===== config.mk =====
export PLATFORM = sky130hd
export DESIGN_NAME = tori_mul
export DESIGN_NICKNAME = d
export VERILOG_FILES = /design/src/rtl/tori_pkg.sv /design/src/rtl/tori_mul.sv
export SDC_FILE = /design/constraint.sdc
export NUM_CORES = 2
export LEC_CHECK = 0
export ABC_AREA = 1
export BUFFER_PORTS_ARGS = -buffer_cell sky130_fd_sc_hd__buf_4
export CAP_MARGIN = 30
export CELL_PAD_IN_SITES_DETAIL_PLACEMENT = 1
export CELL_PAD_IN_SITES_GLOBAL_PLACEMENT = 1
export CORE_MARGIN = 2
export CORE_UTILIZATION = 49
export CTS_CLUSTER_SIZE = 25
export DETAILED_ROUTE_END_ITERATION = 10
export MAX_ROUTING_LAYER = met4
export PLACE_DENSITY_LB_ADDON = 0.2
export RECOVER_POWER = 100
export SYNTH_ARGS = -nofsm -noshare
export SYNTH_HDL_FRONTEND = slang
export SYNTH_SLANG_ARGS = --single-unit

===== constraint.sdc =====
create_clock -name clk -period 5.85 [get_ports clk]
set_input_delay 0.2925 -clock clk [delete_from_list [all_inputs] [get_ports clk]]
set_output_delay 0.2925 -clock clk [all_outputs]
set_load 0.05 [all_outputs]

===== src/rtl/tori_pkg.sv =====
// shared constants and types for the triangle orientation test
// no dependencies
`default_nettype none
package tori_pkg;

	// limb width used when splitting wide products into partial products
	localparam int LIMB_W = 16;

	typedef struct packed {
		logic swap_needed;
		logic degenerate_vertex;
	} tori_res_t;

endpackage
`default_nettype wire


===== src/rtl/tori_mul.sv =====
// three-stage signed multiplier built from limb partial products
// depends on tori_pkg for the limb width
`default_nettype none
module tori_mul #(
	parameter int WA = 24,
	parameter int WB = 24
) (
	input  wire logic                  clk,
	input  wire logic                  en,
	input  wire logic signed [WA-1:0]  a,
	input  wire logic signed [WB-1:0]  b,
	output logic signed [WA+WB-1:0]    p
);
	import tori_pkg::*;

	localparam int NA = (WA + LIMB_W - 1) / LIMB_W;
	localparam int NB = (WB + LIMB_W - 1) / LIMB_W;
	localparam int PW = WA + WB;
	localparam int PPW = 2 * LIMB_W + 2;

	logic signed [NA*LIMB_W-1:0] ax;
	logic signed [NB*LIMB_W-1:0] bx;
	logic signed [LIMB_W:0]      la [NA];
	logic signed [LIMB_W:0]      lb [NB];
	logic signed [PPW-1:0]       pp_s1 [NA][NB];
	logic signed [PW-1:0]        row_s2 [NA];
	logic signed [PW-1:0]        row_sum [NA];
	logic signed [PW-1:0]        p_sum;
	logic signed [PW-1:0]        p_s3;

	assign ax = (NA*LIMB_W)'(a);
	assign bx = (NB*LIMB_W)'(b);

	// low limbs unsigned, top limb carries the sign
	always_comb begin
		for (int i = 0; i < NA; i++) begin
			if (i == NA - 1)
				la[i] = {ax[NA*LIMB_W-1], ax[i*LIMB_W +: LIMB_W]};
			else
				la[i] = {1'b0, ax[i*LIMB_W +: LIMB_W]};
		end
		for (int j = 0; j < NB; j++) begin
			if (j == NB - 1)
				lb[j] = {bx[NB*LIMB_W-1], bx[j*LIMB_W +: LIMB_W]};
			else
				lb[j] = {1'b0, bx[j*LIMB_W +: LIMB_W]};
		end
	end

	always_ff @(posedge clk) begin
		if (en) begin
			for (int i = 0; i < NA; i++)
				for (int j = 0; j < NB; j++)
					pp_s1[i][j] <= PPW'(la[i] * lb[j]);
		end
	end

	always_comb begin
		for (int i = 0; i < NA; i++) begin
			row_sum[i] = '0;
			for (int j = 0; j < NB; j++)
				row_sum[i] = row_sum[i] + (PW'(pp_s1[i][j]) <<< (LIMB_W * j));
		end
	end

	always_ff @(posedge clk) begin
		if (en) begin
			for (int i = 0; i < NA; i++)
				row_s2[i] <= row_sum[i];
		end
	end

	always_comb begin
		p_sum = '0;
		for (int i = 0; i < NA; i++)
			p_sum = p_sum + (row_s2[i] <<< (LIMB_W * i));
	end

	always_ff @(posedge clk) begin
		if (en)
			p_s3 <= p_sum;
	end

	assign p = p_s3;

endmodule
`default_nettype wire


==> impl_summary.log <==
[metrics] outcome: finished with violations
[metrics] violations in the final reports: max-capacitance violations, max-slew violations
[metrics] top-level I/O count: 98
[metrics] post-synthesis sequential element count: between 200 and 250
[metrics] clock sink count: about 230
[metrics] leading cell type by number of instances after synthesis: sky130_fd_sc_hd__nand2_1
[metrics] total number of vias: between 20,000 and 30,000
[metrics] Placeable Area: 0.06598 sq mm
[metrics] Final period util: between 80% and 90%
[metrics] routed length on met2: 45.24 mm
[metrics] Yosys top cell area share: between 20% and 30%
[metrics] final global-route overflow total: 0
[metrics] CP Buf/Inv Count: 4
[metrics] share of flip-flops with an asynchronous set or reset after synthesis: 0%
[metrics] unrepaired setup endpoints after global routing: false
[metrics] Bufs on Longest Clock Path: 3
[metrics] total number of H-tree levels: 1
[metrics] CP Class: primary input to flip-flop
[metrics] hold_buf cts: 0
[metrics] data arrival time of the critical path: between 5 and 6 ns
[metrics] hold depth: 3
[metrics] Post-Synthesis Cells: ~4,200
[metrics] first-pass GRT wire length: 153.4 mm
[metrics] vias in the first global route: about 29,000
[metrics] Iter 0 DRT Violations: between 1,000 and 1,500
[metrics] endpoint class of the critical path: flip-flop
[metrics] post-CTS repair timing setup buffer count: 0
[metrics] cell at the slowest stage of the critical path: sky130_fd_sc_hd__clkbuf_1
[metrics] path depth of the worst reg2reg path: 6
[metrics] leading post-synthesis cells by instance count: 1,255 x sky130_fd_sc_hd__nand2_1, 1,158 x sky130_fd_sc_hd__inv_1, 422 x sky130_fd_sc_hd__fa_1
[metrics] fraction of layout instances using a drive strength above 1: approximately 4.0%
[metrics] minimum setup slack among reg-to-reg paths: ~2.9 ns
[metrics] max_slew headroom: -152.2%
[metrics] clock buffers created by TritonCTS: 24
[metrics] Synthesis Warnings: 0
[metrics] peak clock frequency supported by timing: ~200 MHz
[metrics] maximum cell stage delay along the critical path: between 1 and 1.5 ns
[metrics] initial cell density of the core: approximately half
[metrics] worst-path maximum fanout: 24
[metrics] min-delay src: a[16]
[metrics] post-synthesis cell area: between 0.03 and 0.04 sq mm
[metrics] Total GRT Usage: 28.95%
[metrics] synthesized net count: 5,005
[metrics] number of core rows: 94
[metrics] via density per instance: approximately 5.1
[metrics] Distinct cells, synth: 34
[metrics] total wire length: approximately 95 mm
[metrics] layout net count: a little over 5,000
[metrics] detailed-routed wire length on met3: about 5 mm
[metrics] number of I/O port buffers: 97
[metrics] family with the most delay on the worst path: adder cells
[metrics] count of maximum capacitance violations: 4
[metrics] post-route setup TNS: 0 ns
[metrics] CTS resizes: 0
[metrics] transition time of the tightest slew-check pin: between 3 and 4 ns
[metrics] EDFF count, synth: between 200 and 250
[metrics] Die Width: roughly 260 microns
[metrics] clock latency of the later-clocked register in the worst-skew pair: about 0.54 ns
[metrics] worst path cell trace: clkbuf_1, nand2_1, fa_1, fa_1, inv_1, fa_1, inv_1, fa_1, inv_1, ha_1, nand2_1, nand2_1, a31oi_1, o21ai_0, nand2_1, nand3_1, nand2_1
[metrics] initial antenna violation count: 4
[metrics] detailed-route DRC error count: 0
[metrics] routability-driven placement congestion ratio: about 0.9
[metrics] capture instance of the worst register-to-register path: row_s2[0][43]$_DFFE_PP_
[metrics] Final Hold Vio Count: 0
[metrics] Seq/Total Area, Yosys: 20.72%
[metrics] Top Metal Used: met4
[metrics] WP data required: slightly above 6 ns
[metrics] Area growth, synth to finish: 6.438%
[metrics] final-report setup violation count: 0
[metrics] floorplan die area: between 0.06 and 0.07 sq mm
[metrics] average wire per standard cell: ~19 microns
[metrics] Detailed Place HPWL: 77.92 mm
[metrics] total routed wire length on the met1 layer: between 40 and 50 mm
[metrics] TritonCTS clock tree: done
[metrics] per-instance average area after synthesis: 7.760 sq um
[metrics] element type at the critical path start: primary input
[metrics] number of nets with antenna violations after routing: 0
[metrics] cells taking the most area after synthesis: sky130_fd_sc_hd__fa_1 26%, sky130_fd_sc_hd__edfxtp_1 21%, sky130_fd_sc_hd__nand2_1 14%
[metrics] pin count of the biggest net entering global routing: 163
[metrics] most used flip-flop cell after synthesis: sky130_fd_sc_hd__edfxtp_1
[metrics] critical path's most frequent cell: sky130_fd_sc_hd__nand2_1
[metrics] min-delay worst type: primary input to flip-flop
[metrics] final max-slew violation count: around 280
[metrics] Worst Hold Endpoint: pp_s1[1][34]$_DFFE_PP_
[metrics] cell type contributing the most total cell area after synthesis: sky130_fd_sc_hd__fa_1
[metrics] Setup Skew: approximately 0.0085 ns
[metrics] clock root buffer: sky130_fd_sc_hd__clkbuf_16
[metrics] reg2reg start: pp_s1[0][65]$_DFFE_PP_
[metrics] clock transition at the registers of the reported paths: approximately 0.06 ns
[metrics] Die Span Y: approximately 260 microns
[metrics] number of iterations in the first detailed-routing pass: 5
[metrics] Tmin final: around 5 ns
final cells by class:
class	instances	area [sq um]
fillers	8282	31120
multi-input cells	2731	21150
flip-flops and latches	226	6787
inverters	1166	4377
well taps	864	1081
repair buffers	109	626.9
clock buffers	25	625.6
clock inverters	19	200.2
diodes	3	7.507
routing by layer:
layer  up-vias  track usage, %
met5         -               -
met4         0           6.337
met3       130           3.289
met2       609           48.80
met1     13190           37.66
li1      12540               -
worst max path at each step:
stage               start                endpoint  slack [ns]  depth (start not counted)
floorplan            b[7]  pp_s1[0][64]$_DFFE_PP_        0.78                         22
global placement     a[7]  pp_s1[0][64]$_DFFE_PP_        0.39                         22
detailed placement   b[1]  pp_s1[0][64]$_DFFE_PP_        0.18                         20
CTS                  b[1]  pp_s1[0][64]$_DFFE_PP_        0.75                         20
global route           en  pp_s1[1][10]$_DFFE_PP_        0.34                          2
finish              b[16]  pp_s1[0][18]$_DFFE_PP_        0.73                         17
cells in the final DEF, fill, tap and decap left out, types with 5 or more instances in the layout:
| cell | instances |
|---|---|
| sky130_fd_sc_hd__nand2_1 | 1266 |
| sky130_fd_sc_hd__edfxtp_1 | 226 |
| sky130_fd_sc_hd__fa_1 | 422 |
| sky130_fd_sc_hd__a21o_1 | 5 |
| sky130_fd_sc_hd__ha_1 | 313 |
| sky130_fd_sc_hd__nand4_1 | 47 |
| sky130_fd_sc_hd__nand3b_1 | 5 |
| sky130_fd_sc_hd__o21bai_1 | 7 |
| sky130_fd_sc_hd__or2_2 | 34 |
| sky130_fd_sc_hd__inv_2 | 8 |
| sky130_fd_sc_hd__buf_4 | 57 |
| sky130_fd_sc_hd__a31oi_1 | 5 |
| sky130_fd_sc_hd__inv_1 | 1158 |
| sky130_fd_sc_hd__nand3_1 | 130 |
| sky130_fd_sc_hd__nor2_1 | 167 |
| sky130_fd_sc_hd__a21oi_1 | 114 |
| sky130_fd_sc_hd__nor3_1 | 26 |
| sky130_fd_sc_hd__nor2_2 | 15 |
| sky130_fd_sc_hd__xor2_1 | 74 |
| sky130_fd_sc_hd__o21ai_0 | 52 |
| sky130_fd_sc_hd__clkbuf_16 | 25 |
| sky130_fd_sc_hd__nand2_2 | 8 |
| sky130_fd_sc_hd__clkbuf_1 | 51 |
| sky130_fd_sc_hd__xnor2_1 | 21 |
through the flow:
| step | area (sq um) | util, % | cells | hold slack (ns) | setup slack (ns) |
|---|---|---|---|---|---|
| floorplan | 32750 | - | 4220 | 0.4003 | 0.7759 |
| global placement | 34300 | 51.99 | 5096 | 0.4004 | 0.3869 |
| detailed placement | 34300 | 51.99 | 5096 | 0.4052 | 0.1816 |
| CTS | 35130 | 53.24 | 5140 | 0.2216 | 0.7526 |
| global route | 34860 | 52.83 | 5143 | 0.3176 | 0.3391 |
| finish | 34860 | 52.83 | 5143 | 0.3183 | 0.7306 |
worst min-delay path, delay by kind of cell:
kind / cells / cell delay, ns
AND/OR/NAND/NOR: 1 / 0.11
buffers and inverters: 2 / 0.27
sequential cells by signal, summed over array words and instances (netlist names):
| signal | flops |
|---|---|
| row_s2 | 80 |
| pp_s1 | 98 |
| p | 48 |
cells by family after synthesis:
| group | count (synthesis) | synth area share (%) |
|---|---|---|
| and+or+nand+nor | 1712 | 21.43 |
| buffers and inverters | 1263 | 14.48 |
| adders and majority gates | 735 | 37.76 |
| DFF | 226 | 20.72 |
| AOI/OAI and AO/OA | 189 | 3.072 |
| xor gates and xnor gates | 95 | 2.541 |
Power is left out: the tool's default activity adds up to more than one toggle a clock period on the data nets, which glitch-free logic cannot reach.
